**src/rtl/slr_pkg.sv**
```systemverilog
// Shared types and constants for the streaming literal find-and-replace block.
// No dependencies; every other file imports this package.
package slr_pkg;

  localparam int BYTE_W      = 8;
  localparam int LEN_W       = 4;
  localparam int CFG_INDEX_W = 2;
  localparam int CFG_DATA_W  = 64;

  typedef enum logic [CFG_INDEX_W-1:0] {
    REG_PATTERN_BYTES      = 2'd0,
    REG_PATTERN_LENGTH     = 2'd1,
    REG_REPLACEMENT_BYTES  = 2'd2,
    REG_REPLACEMENT_LENGTH = 2'd3
  } cfg_reg_t;

  typedef struct packed {
    logic [BYTE_W-1:0] text_byte;
    logic              end_of_text;
  } text_item_t;

  typedef struct packed {
    logic [BYTE_W-1:0] out_byte;
    logic              out_last;
  } result_item_t;

endpackage

```
**src/rtl/slr_if.sv**
```systemverilog
// Valid/ready stream interfaces for the text input and the rewritten output.
// Depends on slr_pkg for the payload types.
interface slr_in_if import slr_pkg::*; ();
  logic       valid;
  logic       ready;
  text_item_t data;

  modport source (output valid, output data, input ready);
  modport sink (input valid, input data, output ready);
endinterface

interface slr_out_if import slr_pkg::*; ();
  logic         valid;
  logic         ready;
  result_item_t data;

  modport source (output valid, output data, input ready);
  modport sink (input valid, input data, output ready);
endinterface

```
**src/rtl/stream_literal_replace_top.sv**
```systemverilog
// Each accepted byte's results pass via the burst register into the output register.
// Throughput: one text byte per cycle while each byte yields at most one output byte
// and the output is not stalled; a byte that yields more stalls the input while the
// burst register drains one byte per cycle into the output register, as the output takes them.
// Reset: synchronous; clears the window, the pending output and restores register defaults.
// Depends on slr_pkg, slr_if and slr_step.
module stream_literal_replace_top import slr_pkg::*; #(
  parameter int MAX_STRING_BYTES = 8
) (
  input  logic                   clk,
  input  logic                   rst,
  input  logic                   cfg_write_en,
  input  logic [CFG_INDEX_W-1:0] cfg_index,
  input  logic [CFG_DATA_W-1:0]  cfg_wdata,
  slr_in_if.sink                 text_in,
  slr_out_if.source              text_out
);

  localparam int CAP = (MAX_STRING_BYTES < 8) ? MAX_STRING_BYTES : 8;
  localparam logic [LEN_W-1:0] CAP_LEN = LEN_W'(CAP);

  function automatic logic [LEN_W-1:0] eff_len(input logic [LEN_W-1:0] raw);
    logic [LEN_W-1:0] v;
    v = (raw == '0) ? LEN_W'(1) : raw;
    if (v > CAP_LEN) begin
      v = CAP_LEN;
    end
    return v;
  endfunction

  logic [CFG_DATA_W-1:0]      pattern_bytes;
  logic [LEN_W-1:0]           pattern_length;
  logic [CFG_DATA_W-1:0]      replacement_bytes;
  logic [LEN_W-1:0]           replacement_length;

  logic [CAP-1:0][BYTE_W-1:0] window;
  logic [LEN_W-1:0]           window_count;
  logic [CAP-1:0][BYTE_W-1:0] window_next;
  logic [LEN_W-1:0]           window_count_next;

  logic [CAP-1:0][BYTE_W-1:0] list;
  logic [LEN_W-1:0]           list_count;
  logic                       list_last;

  logic [CAP-1:0][BYTE_W-1:0] burst_bytes;
  logic [CAP-1:0][BYTE_W-1:0] burst_shift;
  logic [LEN_W-1:0]           burst_count;
  logic                       burst_last;

  logic                       out_valid;
  result_item_t               out_item;

  logic                       accept;
  logic                       pop;

  slr_step #(.CAP(CAP)) u_step (
    .window      (window),
    .count       (window_count),
    .plen        (eff_len(pattern_length)),
    .rlen        (eff_len(replacement_length)),
    .pattern     (pattern_bytes),
    .replacement (replacement_bytes),
    .item        (text_in.data),
    .window_next (window_next),
    .count_next  (window_count_next),
    .list        (list),
    .list_count  (list_count),
    .list_last   (list_last)
  );

  assign text_in.ready = (burst_count == '0) || ((burst_count == LEN_W'(1)) && pop);
  assign accept = text_in.valid && text_in.ready;
  assign pop = (burst_count != '0) && (!out_valid || text_out.ready);
  assign text_out.valid = out_valid;
  assign text_out.data = out_item;

  always_comb begin
    for (int i = 0; i < CAP; i++) begin
      burst_shift[i] = (i + 1 < CAP) ? burst_bytes[(i + 1 < CAP) ? i + 1 : i] : burst_bytes[i];
    end
  end

  always_ff @(posedge clk) begin
    if (rst) begin
      pattern_bytes <= '0;
      pattern_length <= LEN_W'(1);
      replacement_bytes <= '0;
      replacement_length <= LEN_W'(1);
      window_count <= '0;
      burst_count <= '0;
      out_valid <= 1'b0;
    end else begin
      if (cfg_write_en) begin
        unique case (cfg_reg_t'(cfg_index))
          REG_PATTERN_BYTES: begin
            pattern_bytes <= cfg_wdata;
          end
          REG_PATTERN_LENGTH: begin
            if (window_count == '0) begin
              pattern_length <= cfg_wdata[LEN_W-1:0];
            end
          end
          REG_REPLACEMENT_BYTES: begin
            replacement_bytes <= cfg_wdata;
          end
          REG_REPLACEMENT_LENGTH: begin
            replacement_length <= cfg_wdata[LEN_W-1:0];
          end
          default: begin
          end
        endcase
      end
      if (accept) begin
        window_count <= window_count_next;
        burst_count <= list_count;
      end else if (pop) begin
        burst_count <= burst_count - LEN_W'(1);
      end
      if (pop) begin
        out_valid <= 1'b1;
      end else if (text_out.ready) begin
        out_valid <= 1'b0;
      end
    end
  end

  always_ff @(posedge clk) begin
    if (accept) begin
      window <= window_next;
      burst_bytes <= list;
      burst_last <= list_last;
    end else if (pop) begin
      burst_bytes <= burst_shift;
    end
    if (pop) begin
      out_item.out_byte <= burst_bytes[0];
      out_item.out_last <= burst_last && (burst_count == LEN_W'(1));
    end
  end

endmodule

```
**src/rtl/slr_step.sv**
```systemverilog
// Next-state and result logic for one text byte: window insert, pattern compare,
// replacement or oldest-byte emission, and end-of-text flush. Depends on slr_pkg.
module slr_step import slr_pkg::*; #(
  parameter int CAP = 8
) (
  input  logic [CAP-1:0][BYTE_W-1:0] window,
  input  logic [LEN_W-1:0]           count,
  input  logic [LEN_W-1:0]           plen,
  input  logic [LEN_W-1:0]           rlen,
  input  logic [CFG_DATA_W-1:0]      pattern,
  input  logic [CFG_DATA_W-1:0]      replacement,
  input  text_item_t                 item,
  output logic [CAP-1:0][BYTE_W-1:0] window_next,
  output logic [LEN_W-1:0]           count_next,
  output logic [CAP-1:0][BYTE_W-1:0] list,
  output logic [LEN_W-1:0]           list_count,
  output logic                       list_last
);

  logic [LEN_W-1:0]           c0;
  logic [LEN_W-1:0]           c1;
  logic [CAP-1:0][BYTE_W-1:0] win_ins;
  logic [CAP-1:0][BYTE_W-1:0] shifted;
  logic [CAP-1:0][BYTE_W-1:0] rep_list;
  logic                       full;
  logic                       match;
  logic                       hit;

  always_comb begin
    c0 = (count >= plen) ? plen - LEN_W'(1) : count;
    c1 = c0 + LEN_W'(1);
    full = (c1 == plen);
    match = 1'b1;
    for (int i = 0; i < CAP; i++) begin
      win_ins[i] = (LEN_W'(i) == c0) ? item.text_byte : window[i];
    end
    for (int i = 0; i < CAP; i++) begin
      if (LEN_W'(i) < plen && win_ins[i] != pattern[BYTE_W*i +: BYTE_W]) begin
        match = 1'b0;
      end
      shifted[i] = (i + 1 < CAP) ? win_ins[(i + 1 < CAP) ? i + 1 : i] : win_ins[i];
      rep_list[i] = replacement[BYTE_W*i +: BYTE_W];
    end
    hit = full && match;

    window_next = win_ins;
    count_next = c1;
    list = win_ins;
    list_count = '0;
    list_last = item.end_of_text;
    priority if (hit) begin
      list = rep_list;
      list_count = rlen;
      count_next = '0;
    end else if (item.end_of_text) begin
      list_count = c1;
      count_next = '0;
    end else if (full) begin
      list_count = LEN_W'(1);
      window_next = shifted;
      count_next = plen - LEN_W'(1);
    end
  end

endmodule

```
**src/flat_wrapper.sv**
```systemverilog
// flat-port wrapper written by rule: the top's interface ports become plain ports
module stream_literal_replace_top_flat import slr_pkg::*;
#(
  parameter int MAX_STRING_BYTES = 8
)
  (clk, rst, cfg_write_en, cfg_index, cfg_wdata, text_in_valid, text_in_data, text_in_ready, text_out_valid, text_out_data, text_out_ready);
  slr_in_if text_in_i ();
  slr_out_if text_out_i ();
  input  logic clk;
  input  logic rst;
  input  logic cfg_write_en;
  input  logic [CFG_INDEX_W-1:0] cfg_index;
  input  logic [CFG_DATA_W-1:0] cfg_wdata;
  input wire logic [$bits(text_in_i.valid)-1:0] text_in_valid;
  input wire logic [$bits(text_in_i.data)-1:0] text_in_data;
  output wire logic [$bits(text_in_i.ready)-1:0] text_in_ready;
  output wire logic [$bits(text_out_i.valid)-1:0] text_out_valid;
  output wire logic [$bits(text_out_i.data)-1:0] text_out_data;
  input wire logic [$bits(text_out_i.ready)-1:0] text_out_ready;
  assign text_in_i.valid = text_in_valid;
  assign text_in_i.data = text_in_data;
  assign text_in_ready = text_in_i.ready;
  assign text_out_valid = text_out_i.valid;
  assign text_out_data = text_out_i.data;
  assign text_out_i.ready = text_out_ready;
  stream_literal_replace_top #(.MAX_STRING_BYTES(MAX_STRING_BYTES)) u_core (.clk(clk), .rst(rst), .cfg_write_en(cfg_write_en), .cfg_index(cfg_index), .cfg_wdata(cfg_wdata), .text_in(text_in_i), .text_out(text_out_i));
endmodule
```
**config.mk**
```make
export PLATFORM = sky130hd
export DESIGN_NAME = stream_literal_replace_top_flat
export DESIGN_NICKNAME = d
export VERILOG_FILES = /design/src/rtl/slr_pkg.sv /design/src/rtl/slr_if.sv /design/src/rtl/stream_literal_replace_top.sv /design/src/rtl/slr_step.sv /design/src/flat_wrapper.sv
export SDC_FILE = /design/constraint.sdc
export NUM_CORES = 1
export LEC_CHECK = 0
export BUFFER_PORTS_ARGS = -buffer_cell sky130_fd_sc_hd__buf_2
export CAP_MARGIN = 10
export CELL_PAD_IN_SITES_DETAIL_PLACEMENT = 0
export CELL_PAD_IN_SITES_GLOBAL_PLACEMENT = 1
export CORE_ASPECT_RATIO = 1.4
export CORE_MARGIN = 10
export CORE_UTILIZATION = 48
export DETAILED_ROUTE_END_ITERATION = 6
export PLACE_DENSITY = 0.83
export SYNTH_ARGS = -nofsm -noshare
export SYNTH_HDL_FRONTEND = slang
export SYNTH_SLANG_ARGS = --single-unit
```
**constraint.sdc**
```tcl
create_clock -name clk -period 6.5 [get_ports clk]
set_clock_uncertainty 0.2 [all_clocks]
set_input_delay 1.3 -clock clk [delete_from_list [all_inputs] [get_ports clk]]
set_output_delay 1.3 -clock clk [all_outputs]
set_load 0.005 [all_outputs]
```
# Yosys cells after proc, flatten, opt, wreduce, memory -nomap -nowiden
# Cells that the tools add are included.
[word_totals] ff_bits=283 output_inout_bits=11 wordCells=126
[op_classes] n_mux=37 magnitude_cmp=11 n_reduce_logical=29 n_addsub=3 eq_ne=20
[ops] cell="$mux W56" n=4
[ops] cell="$mux W64" n=2
[ops] cell="$mux W8" n=8
[ops] cell="$ne A8 B8 Y1" n=8
[ops] cell="$mux W4" n=12
[ops] cell="$logic_not A4 Y1" n=5
[ops] cell="$eq A3 B4 Y1 const A" n=4
[ops] cell="$lt A3 B4 Y1 const A" n=4
[ops] cell="$logic_and A1 B1 Y1" n=13
[ops] cell="$mux W1" n=11
[ops] cell="$eq A2 B4 Y1 const A" n=2
[ops] cell="$gt A4 B4 Y1 const B" n=2
[ops] cell="$lt A1 B4 Y1 const A" n=2
[ops] cell="$lt A2 B4 Y1 const A" n=2
[ops] cell="$sub A4 B1 Y4 const B" n=2
[ops] cell="$reduce_and A2 Y1" n=3
[ops] cell="$add A4 B1 Y4 const B" n=1
[ops] cell="$eq A1 B4 Y1 const A" n=1
[ops] cell="$eq A2 B2 Y1 const B" n=2
[ops] cell="$eq A4 B1 Y1 const B" n=1
[ops] cell="$eq A4 B4 Y1" n=1
[ops] cell="$ge A4 B4 Y1" n=1
[ops] cell="$reduce_bool A2 Y1" n=2
[ops] cell="$reduce_bool A4 Y1" n=1
[ops] cell="other kinds (5)" n=6

# Logic depth before layout (Yosys ltp)
[logic_depth] word_depth=21 depth_mapped=26 ltp_nobuf=20

# Cells and area by module
# From an unflattened synthesis, not the netlist that was laid out.
[unflattened] cells_unflattened=1830 area_unflattened_um2=15378.5
[by_module_without_submodules] mod="stream_literal_replace_top" area_per_inst_um2=10104.7 cells_each=982 seq_area_each_um2=7046.8 instances=1
[by_module_without_submodules] mod="slr_step" area_per_inst_um2=5273.8 cells_each=848 seq_area_each_um2=0.0 instances=1

# Worst setup path after synthesis
# No wires, ideal clock.
[synth_timing] path_type="register to register" start="register u_core.pattern_length[1]" end="register u_core.burst_bytes[12] (netlist name) (data pin)" stages_incl_launch_ff=24 setup_slack_ns=0.704 arrival_time_ns=5.335 setup_time_ns=0.261 path_cell_list="dfxtp_1 -> o21ba_2 -> or2_2 -> inv_1 -> ha_1 -> nand2b_1 -> a221o_1 -> buf_2 -> clkbuf_1 -> nand2_1 -> o21ai_0 -> inv_1 -> ha_1 -> buf_2 -> nor3b_1 -> a22oi_1 -> a21oi_1 -> o2111ai_1 -> a211oi_1 -> nand4_1 -> o41ai_4 -> nand2_2 -> clkbuf_1 -> a221o_1"
[synth_via] elab_chain_cells=21
[synth_lines] item="from (decl)" line="stream_literal_replace_top.sv:32" rtl="logic [LEN_W-1:0] pattern_length;"
[synth_lines] item="from (signal assigned)" line="stream_literal_replace_top.sv:100" rtl="pattern_length <= cfg_wdata[LEN_W-1:0];"
[synth_lines] item="$logic_not A4 Y1" line="stream_literal_replace_top.sv:24" rtl="v = (raw == '0) ? LEN_W'(1) : raw;"
[synth_lines] item="$mux W4 (*)" line="stream_literal_replace_top.sv:24"
[synth_lines] item="$gt A4 B4 Y1" line="stream_literal_replace_top.sv:25" rtl="if (v > CAP_LEN) begin"
[synth_lines] item="$mux W4 (*)" line="stream_literal_replace_top.sv:25"
[synth_lines] item="$sub A4 B1 Y4 or $ge A4 B4 Y1 (tied branches)" line="slr_step.sv:30" rtl="c0 = (count >= plen) ? plen - LEN_W'(1) : count;"
[synth_lines] item="$mux W4" line="slr_step.sv:30"
[synth_lines] item="$logic_not A4 Y1" line="slr_step.sv:35" rtl="win_ins[i] = (LEN_W'(i) == c0) ? item.text_byte : window[i];"
[synth_lines] item="$mux W8" line="slr_step.sv:35"
[synth_lines] item="$ne A8 B8 Y1" line="slr_step.sv:38" rtl="if (LEN_W'(i) < plen && win_ins[i] != pattern[BYTE_W*i +: BYTE_W]) begin"
[synth_lines] item="$logic_and A1 B1 Y1" line="slr_step.sv:38"
[synth_lines] item="$mux W1 (8 in a row)" line="slr_step.sv:38"
[synth_lines] item="$logic_and A1 B1 Y1" line="slr_step.sv:44" rtl="hit = full && match;"
[synth_lines] item="$mux W64 (*)" line="slr_step.sv:51" rtl="priority if (hit) begin"
[synth_lines] item="$mux W64 (*)" line="stream_literal_replace_top.sv:128" rtl="if (accept) begin"
[synth_lines] item="to (signal assigned)" line="stream_literal_replace_top.sv:130" rtl="burst_bytes <= list;"
[synth_lines] item="to (signal assigned)" line="stream_literal_replace_top.sv:133" rtl="burst_bytes <= burst_shift;"
[synth_lines] item="to (decl)" line="stream_literal_replace_top.sv:45" rtl="logic [CAP-1:0][BYTE_W-1:0] burst_bytes;"
# Mark *: on every way between the ends. The rest lies on a longest branch, timed or not. The select of a mux whose other input is x is not followed.
# A chain may end at the register's enable or synchronous reset.

==> flow_metrics.env <==
export IMPL_ys_top_cells_by_count="nand2_1, a21oi_1, dfxtp_1"
export IMPL_die_y_um=234
export IMPL_ys_warn_count=0
export IMPL_yosys_area_top_type="edfxtp_1"
export IMPL_status="finished, final reports clean"
export IMPL_power_leakage_nw=6.36
export IMPL_critPathMaxStageDelay_ps=530
export IMPL_drive_gt1_share_pct=12.0
export IMPL_area_growth_syn_to_layout_pct=11.7
export IMPL_cp_data_arrival_time_ps=6370
export IMPL_wl_per_cell_um=22.7
export IMPL_htree_levels=1
export IMPL_cts_tree="built"
export IMPL_ios=91
export IMPL_slew_violations=0
export IMPL_critical_path_class="reg2reg"
export IMPL_syn_area_um2=15600
export IMPL_die_area_um2=40300
export IMPL_worstPathCellList="o21ba_2, or2_2, inv_1, ha_1, nand2b_1, a221o_1, buf_4, nand2_1, o21a_1, ha_1, nand2_1, nor4bb_1, o21ai_0, or4_1, a21oi_1, buf_4, nand4_1, o41ai_4, buf_4, a21oi_4, buf_12, mux2i_1"
export IMPL_ant_nets=0
export IMPL_end_kind="flip-flop"
export IMPL_ys_seq_area_share_pct=45.1
export IMPL_rows=78
export IMPL_syn_area_per_cell_um2=8.91
export IMPL_insertion_delay_ps=580
export IMPL_final_setup_tns_ps=0
export IMPL_cts_inserted_buffers=30
export IMPL_irDropWorstVdd_v=0.000461
export IMPL_postCtsSetupRepairBufs=0
export IMPL_grt_overflow_total=0
export IMPL_period_minus_slack_ps=6270
export IMPL_io_buffers=90
export IMPL_cts_root_buf="clkbuf_16"
export IMPL_setup_worst_path_start_class="flip-flop"
export IMPL_path_clk_slew_ps=70
export IMPL_setup_viol=0
export IMPL_routed_wl_um=51300
export IMPL_synthCells=1755
export IMPL_slew_limit_headroom_pct=29.8
export IMPL_hpwl_um=36100
export IMPL_fp_dieW_um=173
export IMPL_grt_pass1_wl_um=77900
export IMPL_antenna_found_initial=0
export IMPL_synth_top_cell_area_share_pct=26.5
export IMPL_period_share_pct=96.5
export IMPL_p_per_area_nw_per_um2=584
export IMPL_critical_path_top_delay_family="simple AND/OR/NAND/NOR gates"
export IMPL_path_buf_inv=5
export IMPL_maxCapViolCount=0
export IMPL_synth_flop_cell="dfxtp_1"
export IMPL_synth_edf_count=138
export IMPL_finalNetCount=1889
export IMPL_drc=0
export IMPL_crit_top_cell="buf_4"
export IMPL_clk_path_buf_depth=3
export IMPL_start_util_pct=48.4
export IMPL_postCtsHoldBufs=0
export IMPL_critPathMaxFanout=56
export IMPL_cts_resized_gates=0
export IMPL_tightest_slew_ps=1050
export IMPL_grt_pass1_vias=13200
export IMPL_cp_slowest_cell="or4_1"
export IMPL_yosys_cell_count_top_type="nand2_1"
export IMPL_vias=13400
export IMPL_detail_route_vias_per_cell=5.92
export IMPL_synthTopCellsByArea="edfxtp_1, dfxtp_1, mux2i_1, nand2_1, a21oi_1"
export IMPL_ys_ff_latch=283
export IMPL_core_area_um2=32300
export IMPL_drt_iter0_markers=963
export IMPL_async_flop_share_pct=0
export IMPL_cts_sinks=283
export IMPL_track_usage_pct=24.6
export IMPL_worstPathRequired_ps=6600
export IMPL_hold_viol=0
export IMPL_grt_max_degree=88
export IMPL_hp_class="reg2reg"
export IMPL_antennaDiodeCount=0
export IMPL_fmax_mhz=159
export IMPL_finalInstanceArea_um2=17500
export IMPL_rsz0062_at_grt="false"
export IMPL_syn_nets=1849
export IMPL_first_pass_iters=5
export IMPL_synthDistinctLibCells=75
export IMPL_placed_area_um2=16500
export IMPL_gp_congestion=0.926
==> placed cells by master, fill, tap and decap left out, types with 10 or more instances in the layout <==
cell type / n
nor3_1: 85
xnor2_1: 45
mux2i_1: 137
o21ai_0: 27
nand2b_1: 16
buf_4: 48
clkbuf_16: 30
a221o_1: 57
xor2_1: 40
edfxtp_1: 138
nor2b_1: 24
a21oi_1: 172
inv_1: 48
dfxtp_1: 145
ha_1: 14
nand4_1: 10
clkbuf_1: 12
nand2_1: 354
nand3_1: 22
a211oi_1: 13
nor2_1: 110
nor4_1: 16
buf_2: 89
==> path summary, 6_finish.rpt <==
| check | depth (start not counted) | slack, ps | start | end |
|---|---|---|---|---|
| setup / recovery | 22 | 230 | u_core.pattern_length[1] | u_core.window[33] |
| hold / removal | 0 | 220 | u_core.burst_bytes[3] | u_core.text_out.data[4] |
| setup reg to reg | 22 | 230 | u_core.pattern_length[1] | u_core.window[33] |
| hold reg to reg | 0 | 220 | u_core.burst_bytes[3] | u_core.text_out.data[4] |
==> cell type report <==
class,instances,area [um2]
clock buffers,43,810
clock inverters,13,106
fillers,3095,14800
inverters,51,194
multi-input cells,1289,7890
flip-flops and latches,283,7050
well taps,440,551
repair buffers,140,866
==> registers in the layout, summed over array words and instances (netlist names) <==
name / flops
u_core.burst_bytes: 64
u_core.burst_count: 4
u_core.burst_last: 1
u_core.pattern_bytes: 64
u_core.pattern_length: 4
u_core.replacement_bytes: 64
u_core.replacement_length: 4
u_core.text_out.data: 9
u_core.text_out.valid: 1
u_core.window: 64
u_core.window_count: 4
==> through the flow <==
step	total power, mW	std cells	hold slack (ps)	setup WS (ps)	utilization [%]
after floorplan	7.00	1755	200	704	-
after global routing	10.8	2259	235	2.41	54.1
final	10.2	2259	217	230	54.1
after global placement	8.38	2203	203	389	51.2
after detailed placement	8.46	2203	206	286	51.2
after CTS	10.1	2259	219	255	54.0
==> power by group <==
part | switching, mW | total (mW) | internal, mW
sequential | 0.389 | 3.20 | 2.81
clock | 0.730 | 1.64 | 0.907
combinational | 3.20 | 5.37 | 2.17
total | 4.32 | 10.2 | 5.88
==> per-layer routing <==
| metal | vias to the layer above | routed length [um] | GRT usage (%) |
|---|---|---|---|
| li1 | 6318 | - | - |
| met1 | 6451 | 19700 | 27.6 |
| met2 | 473 | 26700 | 45.4 |
| met3 | 133 | 2430 | 2.83 |
| met4 | 0 | 2480 | 12.3 |
| met5 | - | 0 | 0 |
==> cells by family (layout without fill, tap and decap cells) <==
logic type,count (synthesis),after routing,synth area share [%]
AO/OA/AOI/OAI,355,355,15.2
XOR/XNOR,86,86,4.91
adder cells (fa/ha/maj),14,14,1.12
buffers and inverters,183,247,4.79
flip-flops,283,283,45.1
multiplexers,144,144,9.31
AND/OR/NAND/NOR,690,690,19.6
Power figures use the tool's default switching activity.
